**config.mk**
```make
export PLATFORM = sky130hd
export DESIGN_NAME = bresenham_line_rasterizer
export DESIGN_NICKNAME = d
export VERILOG_FILES = /design/src/design/blr_pkg.sv /design/src/design/blr_front.sv /design/src/design/blr_queue.sv /design/src/design/blr_back.sv /design/src/design/bresenham_line_rasterizer.sv
export SDC_FILE = /design/constraint.sdc
export NUM_CORES = 1
export LEC_CHECK = 0
export CAP_MARGIN = 10
export CELL_PAD_IN_SITES_DETAIL_PLACEMENT = 0
export CELL_PAD_IN_SITES_GLOBAL_PLACEMENT = 2
export CORE_ASPECT_RATIO = 1.75
export CORE_UTILIZATION = 46
export CTS_CLUSTER_DIAMETER = 120
export CTS_CLUSTER_SIZE = 40
export DETAILED_ROUTE_END_ITERATION = 7
export DONT_BUFFER_PORTS = 1
export MAX_ROUTING_LAYER = met4
export PLACE_DENSITY_LB_ADDON = 0.15
export SLEW_MARGIN = 20
export SYNTH_ARGS = -nofsm -noshare
export SYNTH_HDL_FRONTEND = slang
export SYNTH_SLANG_ARGS = --single-unit
```
**constraint.sdc**
```tcl
create_clock -name clk -period 11.6 [get_ports clk]
set_input_delay 0.58 -clock clk [delete_from_list [all_inputs] [get_ports clk]]
set_output_delay 0.58 -clock clk [all_outputs]
set_load 0.02 [all_outputs]
```
**src/design/blr_pkg.sv**
```systemverilog
`timescale 1ns / 1ps
`default_nettype none

package blr_pkg;

  localparam int COORD_BITS = 10;
  localparam int ERR_BITS   = COORD_BITS + 2;
  localparam int PIX_BITS   = 10;
  localparam int COLOR_BITS = 32;
  localparam int WIDE_BITS  = (COORD_BITS > PIX_BITS) ? COORD_BITS : PIX_BITS;

  localparam int Q_DEPTH    = 2;
  localparam int Q_PTR_BITS = 1;
  localparam int Q_CNT_BITS = 2;

  typedef enum logic {
    OP_START   = 1'b0,
    OP_ADVANCE = 1'b1
  } op_t;

  typedef logic [COORD_BITS-1:0] coord_t;
  typedef logic [ERR_BITS-1:0]   err_t;
  typedef logic [WIDE_BITS-1:0]  wide_t;

  typedef struct packed {
    logic                  operation;
    logic [PIX_BITS-1:0]   x_start;
    logic [PIX_BITS-1:0]   y_start;
    logic [PIX_BITS-1:0]   x_end;
    logic [PIX_BITS-1:0]   y_end;
    logic [COLOR_BITS-1:0] pen_color;
  } cmd_t;

  typedef struct packed {
    logic                  pixel_valid;
    logic [PIX_BITS-1:0]   pixel_x;
    logic [PIX_BITS-1:0]   pixel_y;
    logic [COLOR_BITS-1:0] pixel_color;
    logic                  line_done;
  } pix_t;

  typedef struct packed {
    logic                  is_start;
    coord_t                x0;
    coord_t                y0;
    coord_t                x1;
    coord_t                y1;
    coord_t                dx;
    coord_t                dy;
    err_t                  err;
    logic                  xb;
    logic                  yb;
    logic [COLOR_BITS-1:0] color;
  } entry_t;

  typedef struct packed {
    logic full;
    logic empty;
  } q_status_t;

  function automatic coord_t to_coord(input logic [PIX_BITS-1:0] v);
    wide_t t;
    t = WIDE_BITS'(v);
    return t[COORD_BITS-1:0];
  endfunction

  function automatic logic [PIX_BITS-1:0] to_pix(input coord_t v);
    wide_t t;
    t = WIDE_BITS'(v);
    return t[PIX_BITS-1:0];
  endfunction

endpackage

`default_nettype wire

```
**src/design/blr_front.sv**
```systemverilog
`timescale 1ns / 1ps
`default_nettype none

module blr_front (
  input  wire                   cmd_valid,
  output logic                  cmd_stall,
  input  blr_pkg::cmd_t         cmd,
  input  blr_pkg::q_status_t    q_status,
  output logic                  push,
  output blr_pkg::entry_t       entry
);

  blr_pkg::coord_t x0, y0, x1, y1, dx, dy;
  logic            x_fwd, y_fwd;

  always_comb begin
    x0    = blr_pkg::to_coord(cmd.x_start);
    y0    = blr_pkg::to_coord(cmd.y_start);
    x1    = blr_pkg::to_coord(cmd.x_end);
    y1    = blr_pkg::to_coord(cmd.y_end);
    x_fwd = x0 < x1;
    y_fwd = y0 < y1;
    dx    = x_fwd ? (x1 - x0) : (x0 - x1);
    dy    = y_fwd ? (y1 - y0) : (y0 - y1);

    entry.is_start = (blr_pkg::op_t'(cmd.operation) == blr_pkg::OP_START);
    entry.x0       = x0;
    entry.y0       = y0;
    entry.x1       = x1;
    entry.y1       = y1;
    entry.dx       = dx;
    entry.dy       = dy;
    entry.err      = blr_pkg::ERR_BITS'(dx) - blr_pkg::ERR_BITS'(dy);
    entry.xb       = !x_fwd;
    entry.yb       = !y_fwd;
    entry.color    = cmd.pen_color;
  end

  assign cmd_stall = q_status.full;
  assign push      = cmd_valid && !q_status.full;

endmodule

`default_nettype wire

```
**src/design/blr_queue.sv**
```systemverilog
`timescale 1ns / 1ps
`default_nettype none

module blr_queue (
  input  wire                   clk,
  input  wire                   rst,
  input  wire                   push,
  input  blr_pkg::entry_t       wr_entry,
  input  wire                   pop,
  output blr_pkg::entry_t       rd_entry,
  output blr_pkg::q_status_t    status
);

  blr_pkg::entry_t                  slots [blr_pkg::Q_DEPTH];
  logic [blr_pkg::Q_PTR_BITS-1:0]   wr_ptr, rd_ptr;
  logic [blr_pkg::Q_CNT_BITS-1:0]   count;

  always_ff @(posedge clk) begin
    if (rst) begin
      wr_ptr <= '0;
      rd_ptr <= '0;
      count  <= '0;
    end else begin
      if (push) wr_ptr <= wr_ptr + 1'b1;
      if (pop)  rd_ptr <= rd_ptr + 1'b1;
      if (push && !pop) count <= count + 1'b1;
      else if (pop && !push) count <= count - 1'b1;
    end
  end

  always_ff @(posedge clk) begin
    if (push) slots[wr_ptr] <= wr_entry;
  end

  assign rd_entry     = slots[rd_ptr];
  assign status.full  = (count == blr_pkg::Q_CNT_BITS'(blr_pkg::Q_DEPTH));
  assign status.empty = (count == '0);

`ifndef ASSERT_OFF
  a_no_overflow: assert property (@(posedge clk) disable iff (rst)
    push |-> !status.full) else $error("queue push while full");
  a_no_underflow: assert property (@(posedge clk) disable iff (rst)
    pop |-> !status.empty) else $error("queue pop while empty");
`endif

endmodule

`default_nettype wire

```
**src/design/blr_back.sv**
```systemverilog
`timescale 1ns / 1ps
`default_nettype none

module blr_back (
  input  wire                   clk,
  input  wire                   rst,
  input  blr_pkg::q_status_t    q_status,
  input  blr_pkg::entry_t       entry,
  output logic                  pop,
  output logic                  pix_valid,
  input  wire                   pix_stall,
  output blr_pkg::pix_t         pix
);

  blr_pkg::coord_t cur_x, cur_y, goal_x, goal_y, delta_x, delta_y;
  blr_pkg::err_t   error_term;
  logic            x_backward, y_backward, drawing;
  logic [blr_pkg::COLOR_BITS-1:0] held_color;

  blr_pkg::coord_t cur_x_next, cur_y_next, goal_x_next, goal_y_next;
  blr_pkg::coord_t delta_x_next, delta_y_next;
  blr_pkg::err_t   error_term_next;
  logic            x_backward_next, y_backward_next, drawing_next;
  logic [blr_pkg::COLOR_BITS-1:0] held_color_next;
  blr_pkg::pix_t   result;

  logic                          last, x_step, y_step;
  logic [blr_pkg::ERR_BITS:0]    e2, neg_dy, dx_w;

  assign pop = !q_status.empty && (!pix_valid || !pix_stall);

  always_comb begin
    if (entry.is_start) begin
      cur_x_next      = entry.x0;
      cur_y_next      = entry.y0;
      goal_x_next     = entry.x1;
      goal_y_next     = entry.y1;
      delta_x_next    = entry.dx;
      delta_y_next    = entry.dy;
      error_term_next = entry.err;
      x_backward_next = entry.xb;
      y_backward_next = entry.yb;
      held_color_next = entry.color;
    end else begin
      cur_x_next      = cur_x;
      cur_y_next      = cur_y;
      goal_x_next     = goal_x;
      goal_y_next     = goal_y;
      delta_x_next    = delta_x;
      delta_y_next    = delta_y;
      error_term_next = error_term;
      x_backward_next = x_backward;
      y_backward_next = y_backward;
      held_color_next = held_color;
    end
    drawing_next = drawing;

    last   = (cur_x_next == goal_x_next) && (cur_y_next == goal_y_next);
    e2     = {error_term_next, 1'b0};
    dx_w   = (blr_pkg::ERR_BITS + 1)'(delta_x_next);
    neg_dy = -((blr_pkg::ERR_BITS + 1)'(delta_y_next));
    x_step = ($signed(e2) >= $signed(neg_dy)) && (cur_x_next != goal_x_next);
    y_step = ($signed(e2) <= $signed(dx_w)) && (cur_y_next != goal_y_next);

    result.pixel_valid = 1'b1;
    result.pixel_x     = blr_pkg::to_pix(cur_x_next);
    result.pixel_y     = blr_pkg::to_pix(cur_y_next);
    result.pixel_color = held_color_next;
    result.line_done   = last;

    if (!entry.is_start && !drawing) begin
      result = '0;
    end else if (last) begin
      drawing_next = 1'b0;
    end else begin
      drawing_next = 1'b1;
      if (x_step) begin
        cur_x_next = x_backward_next ? cur_x_next - 1'b1 : cur_x_next + 1'b1;
      end
      if (y_step) begin
        cur_y_next = y_backward_next ? cur_y_next - 1'b1 : cur_y_next + 1'b1;
      end
      error_term_next = error_term_next
                      - (x_step ? blr_pkg::ERR_BITS'(delta_y_next) : '0)
                      + (y_step ? blr_pkg::ERR_BITS'(delta_x_next) : '0);
    end
  end

  always_ff @(posedge clk) begin
    if (rst) begin
      cur_x      <= '0;
      cur_y      <= '0;
      goal_x     <= '0;
      goal_y     <= '0;
      delta_x    <= '0;
      delta_y    <= '0;
      error_term <= '0;
      x_backward <= 1'b0;
      y_backward <= 1'b0;
      held_color <= '0;
      drawing    <= 1'b0;
      pix_valid  <= 1'b0;
    end else begin
      if (pop) begin
        cur_x      <= cur_x_next;
        cur_y      <= cur_y_next;
        goal_x     <= goal_x_next;
        goal_y     <= goal_y_next;
        delta_x    <= delta_x_next;
        delta_y    <= delta_y_next;
        error_term <= error_term_next;
        x_backward <= x_backward_next;
        y_backward <= y_backward_next;
        held_color <= held_color_next;
        drawing    <= drawing_next;
        pix_valid  <= 1'b1;
      end else if (!pix_stall) begin
        pix_valid  <= 1'b0;
      end
    end
  end

  always_ff @(posedge clk) begin
    if (pop) pix <= result;
  end

`ifndef ASSERT_OFF
  a_done_goes_idle: assert property (@(posedge clk) disable iff (rst)
    (pop && result.line_done) |=> !drawing)
    else $error("still drawing after the last pixel");
  a_idle_result_empty: assert property (@(posedge clk) disable iff (rst)
    (pop && !result.pixel_valid) |=> (!drawing && pix_valid && pix == '0))
    else $error("idle advance did not give an empty result");
`endif

endmodule

`default_nettype wire

```
**src/design/bresenham_line_rasterizer.sv**
```systemverilog
`timescale 1ns / 1ps
`default_nettype none

// Bresenham line rasterizer. A start transaction (operation 0) latches both end
// points and the pen color and returns the first pixel; each advance transaction
// (operation 1) returns the next pixel, and the end point comes back with
// line_done set. An advance while no line is active returns an all-zero result.
// Every command transaction yields exactly one pixel transaction. The front end
// computes deltas, directions and the initial error in the cycle that accepts a
// command, which is written into a two-entry queue at that edge; the back end runs
// one Bresenham step per cycle while pix_stall is low, so the block sustains one
// transaction per clock when nothing stalls. A command passes through its queue
// entry and then the registered pix output before its pixel is presented.

module bresenham_line_rasterizer (
  input  wire            clk,
  input  wire            rst,
  input  wire            cmd_valid,
  output logic           cmd_stall,
  input  blr_pkg::cmd_t  cmd,
  output logic           pix_valid,
  input  wire            pix_stall,
  output blr_pkg::pix_t  pix
);

  blr_pkg::q_status_t q_status;
  blr_pkg::entry_t    wr_entry, rd_entry;
  logic               push, pop;

  blr_front u_front (
    .cmd_valid (cmd_valid),
    .cmd_stall (cmd_stall),
    .cmd       (cmd),
    .q_status  (q_status),
    .push      (push),
    .entry     (wr_entry)
  );

  blr_queue u_queue (
    .clk      (clk),
    .rst      (rst),
    .push     (push),
    .wr_entry (wr_entry),
    .pop      (pop),
    .rd_entry (rd_entry),
    .status   (q_status)
  );

  blr_back u_back (
    .clk       (clk),
    .rst       (rst),
    .q_status  (q_status),
    .entry     (rd_entry),
    .pop       (pop),
    .pix_valid (pix_valid),
    .pix_stall (pix_stall),
    .pix       (pix)
  );

endmodule

`default_nettype wire
```
==> flow_metrics.env <==
export IMPL_synth_compound_gate_area_share_pct=14.6
export IMPL_syn2layout_area_growth_pct=4.54
export IMPL_cts_root_buf="clkbuf_16"
export IMPL_cpMaxStageDelayCell="and2_1"
export IMPL_core_um2=42000
export IMPL_grt_antenna_before_repair=0
export IMPL_grt_max_degree=154
export IMPL_nNetsFinal=1981
export IMPL_finalWorstSetupSlack_ns=4.11
export IMPL_start_util_pct=46.8
export IMPL_setup_violations=0
export IMPL_clock_latency_ns=0.55
export IMPL_leakagePower_nw=7.86
export IMPL_synth_edf_count=266
export IMPL_syn_nets=2043
export IMPL_post_route_min_period_ns=7.49
export IMPL_syn_avg_cell_area_um2=10.6
export IMPL_htreeDepth=1
export IMPL_cts_tree="built"
export IMPL_path_common_cell="a21oi_1"
export IMPL_status="completed"
export IMPL_num_vias=13267
export IMPL_ir_drop_mv=0.165
export IMPL_dieArea_um2=43600
export IMPL_antennaDiodeCount=0
export IMPL_syn_area_um2=19700
export IMPL_rsz0062_at_grt="false"
export IMPL_synth_top_family_by_area="compound AO/OA/AOI/OAI gates"
export IMPL_cpPeakStageDelay_ns=0.73
export IMPL_end_kind="register"
export IMPL_yosys_top_cells_area="edfxtp_1 (41%), dfxtp_1 (11%), ha_1 (6.4%)"
export IMPL_detail_route_wl_per_cell_um=21.5
export IMPL_async_flop_share_pct=0
export IMPL_ctsHoldBuffers=0
export IMPL_cts_resized=0
export IMPL_cts_buffers=13
export IMPL_synth_cell_types=77
export IMPL_arrival_ns=7.94
export IMPL_final_layout_size_suffix_gt1_share_pct=4.96
export IMPL_stdcell_area_um2=20600
export IMPL_cts_sinks=379
export IMPL_tightestPinTransition_ns=1.08
export IMPL_placementRows=99
export IMPL_yosys_most_used_dff="edfxtp_1"
export IMPL_drtAntennaViolNets=0
export IMPL_viasPerCell=5.65
export IMPL_cp_cell_sequence="buf_4 -> mux2i_4 -> buf_4 -> o21ai_0 -> inv_1 -> ha_1 -> a21o_1 -> a211o_1 -> a41oi_1 -> o31ai_4 -> mux2i_4 -> and2_1 -> nand2_1 -> fa_1 -> inv_1 -> fa_1 -> a21o_1 -> a21oi_1 -> o211ai_1 -> a31o_2 -> a21oi_1 -> xnor2_1 -> a21oi_1 -> a211oi_1"
export IMPL_cap_violations=0
export IMPL_cp_start_kind="register"
export IMPL_slew_headroom_pct=27.2
export IMPL_synth_mux_area_fraction_pct=3.98
export IMPL_ys_warn_count=0
export IMPL_utilization_pct=49.0
export IMPL_grt_pass1_vias=13230
export IMPL_firstDrtPassIters=5
export IMPL_fin_skew_ns=0.0408
export IMPL_worstSetupPathType="register to register"
export IMPL_io_buffers=0
export IMPL_synth_cells=1849
export IMPL_drt_initial_drc_count=833
export IMPL_path_clk_slew_ns=0.14
export IMPL_min_period_over_period_pct=64.6
export IMPL_gp_congestion=0.874
export IMPL_synthXorXnorAreaFrac_pct=3.21
export IMPL_routed_wirelength_mm=50.4
export IMPL_yosysTopAreaCellShare_pct=40.6
export IMPL_fp_dieH_um=276
export IMPL_synthAdderAreaFrac_pct=8.09
export IMPL_max_clock_freq_ghz=0.134
export IMPL_ios=133
export IMPL_post_cts_buffers=0
export IMPL_post_place_ws_ns=4.09
export IMPL_ys_seq_elements=379
export IMPL_yosys_area_share_simple_pct=12.9
export IMPL_grt_use_total_pct=24.0
export IMPL_hp_class="primary input to register"
export IMPL_drc_errors=0
export IMPL_fin_tns_setup_ns=0
export IMPL_crit_required_ns=12.05
export IMPL_cp_max_fo=48
export IMPL_overflow=0
export IMPL_synth_seq_area_share_pct=52.1
export IMPL_powerDensity_nw_per_um2=300
export IMPL_drv_slew=0
export IMPL_clock_path_buffers=3
export IMPL_dp_hpwl_mm=36.0
export IMPL_hold_viol_final=0
export IMPL_die_x_um=158
export IMPL_dpl_cell_area_um2=20100
export IMPL_grt_first_pass_wirelength_mm=76.9
export IMPL_yosysTopAreaCell="edfxtp_1"
export IMPL_hold_ws_ns=0.0826
## placed cells by master (no fill, tap or decap), drive strengths merged, types with 50 or more instances in the layout
cell type | netlist | final
a211oi | 55 | 55
a21oi | 191 | 191
dfxtp | 113 | 113
edfxtp | 266 | 266
ha | 100 | 100
inv | 143 | 144
mux2i | 72 | 72
nand2 | 117 | 117
nor2 | 165 | 165
o21ai | 50 | 50
xnor2 | 53 | 53
## path summary, 6_finish.rpt
kind              slack [ns]                     to             startpoint  depth (start not counted)
setup / recovery        4.11  u_back.error_term[10]  u_queue.slots[0][106]                         24
hold / removal          0.08   u_back.held_color[5]                    rst                          1
setup reg to reg        4.11  u_back.error_term[10]  u_queue.slots[0][106]                         24
hold reg to reg         0.46      u_back.delta_x[2]      u_back.delta_x[2]                          2
## layer usage
layer / share of wire [%] / global-route usage, %
met1: 39 / 25.8
met2: 53 / 44.4
met3: 4.0 / 3.19
met4: 3.4 / 8.40
met5: 0 / -
## per-stage QoR
stage	instances	power, mW
6_report	2349	6.16
2_1_floorplan	1849	4.69
4_1_cts	2348	6.22
5_1_grt	2349	6.62
3_5_place_dp	2326	5.60
3_3_place_gp	2325	5.57
## cells by family (layout without fill, tap and decap cells)
kind of cell | after synthesis | count (layout)
buffers and inverters | 243 | 188
AOI/OAI and AO/OA | 440 | 440
muxes | 76 | 76
and+or+nand+nor | 522 | 522
DFF | 379 | 379
xor gates and xnor gates | 72 | 72
adders and majority gates | 117 | 117
## synthesized netlist by cell type, types with 7 or more instances
| library cell | count |
|---|---|
| a211oi_1 | 54 |
| a21boi_0 | 8 |
| a21o_1 | 19 |
| a21oi_1 | 191 |
| a221oi_1 | 29 |
| a221oi_2 | 7 |
| a31oi_1 | 9 |
| a32oi_1 | 8 |
| and3_1 | 45 |
| buf_1 | 10 |
| buf_2 | 17 |
| clkbuf_1 | 63 |
| dfxtp_1 | 113 |
| edfxtp_1 | 266 |
| fa_1 | 17 |
| ha_1 | 100 |
| inv_1 | 142 |
| mux2i_1 | 70 |
| nand2_1 | 117 |
| nand3_1 | 30 |
| nand3b_1 | 10 |
| nand4_1 | 8 |
| nor2_1 | 165 |
| nor2b_1 | 46 |
| nor3_1 | 32 |
| nor4_1 | 7 |
| o211ai_1 | 13 |
| o21a_1 | 8 |
| o21ai_0 | 46 |
| or2_2 | 20 |
| or3_1 | 11 |
| xnor2_1 | 53 |
| xor2_1 | 19 |
## final cells by class
cell class	instances	area, um2
fillers	3837	21400
flip-flops and latches	379	10300
multi-input cells	1227	8480
well taps	555	694
inverters	144	543
clock buffers	20	352
repair buffers	22	201
clock inverters	2	38.8
## worst max-delay path: cells and delay by family (launching register included)
kind | cells | cell delay [ns]
AO/OA/AOI/OAI | 12 | 3.13
buffers and inverters | 4 | 1.01
flip-flops | 1 | 0.34
XOR/XNOR | 1 | 0.14
multiplexers | 2 | 0.54
AND/OR/NAND/NOR | 2 | 0.88
adder cells (fa/ha/maj) | 3 | 1.32
## power breakdown
| part | switching, mW | internal, mW |
|---|---|---|
| combinational | 2.13 | 1.23 |
| clock | 0.400 | 0.222 |
| sequential | 0.254 | 1.92 |
| total | 2.79 | 3.37 |
## flip-flops by register name, summed over array words and instances (netlist names), 10 cells and up, named ones only
signal,count
u_back.error_term,12
u_back.cur_x,10
u_back.held_color,32
u_back.delta_x,10
u_back.goal_y,10
u_back.delta_y,10
u_back.pix,54
u_queue.slots,212
u_back.goal_x,10
u_back.cur_y,10
Power figures use the tool's default switching activity.
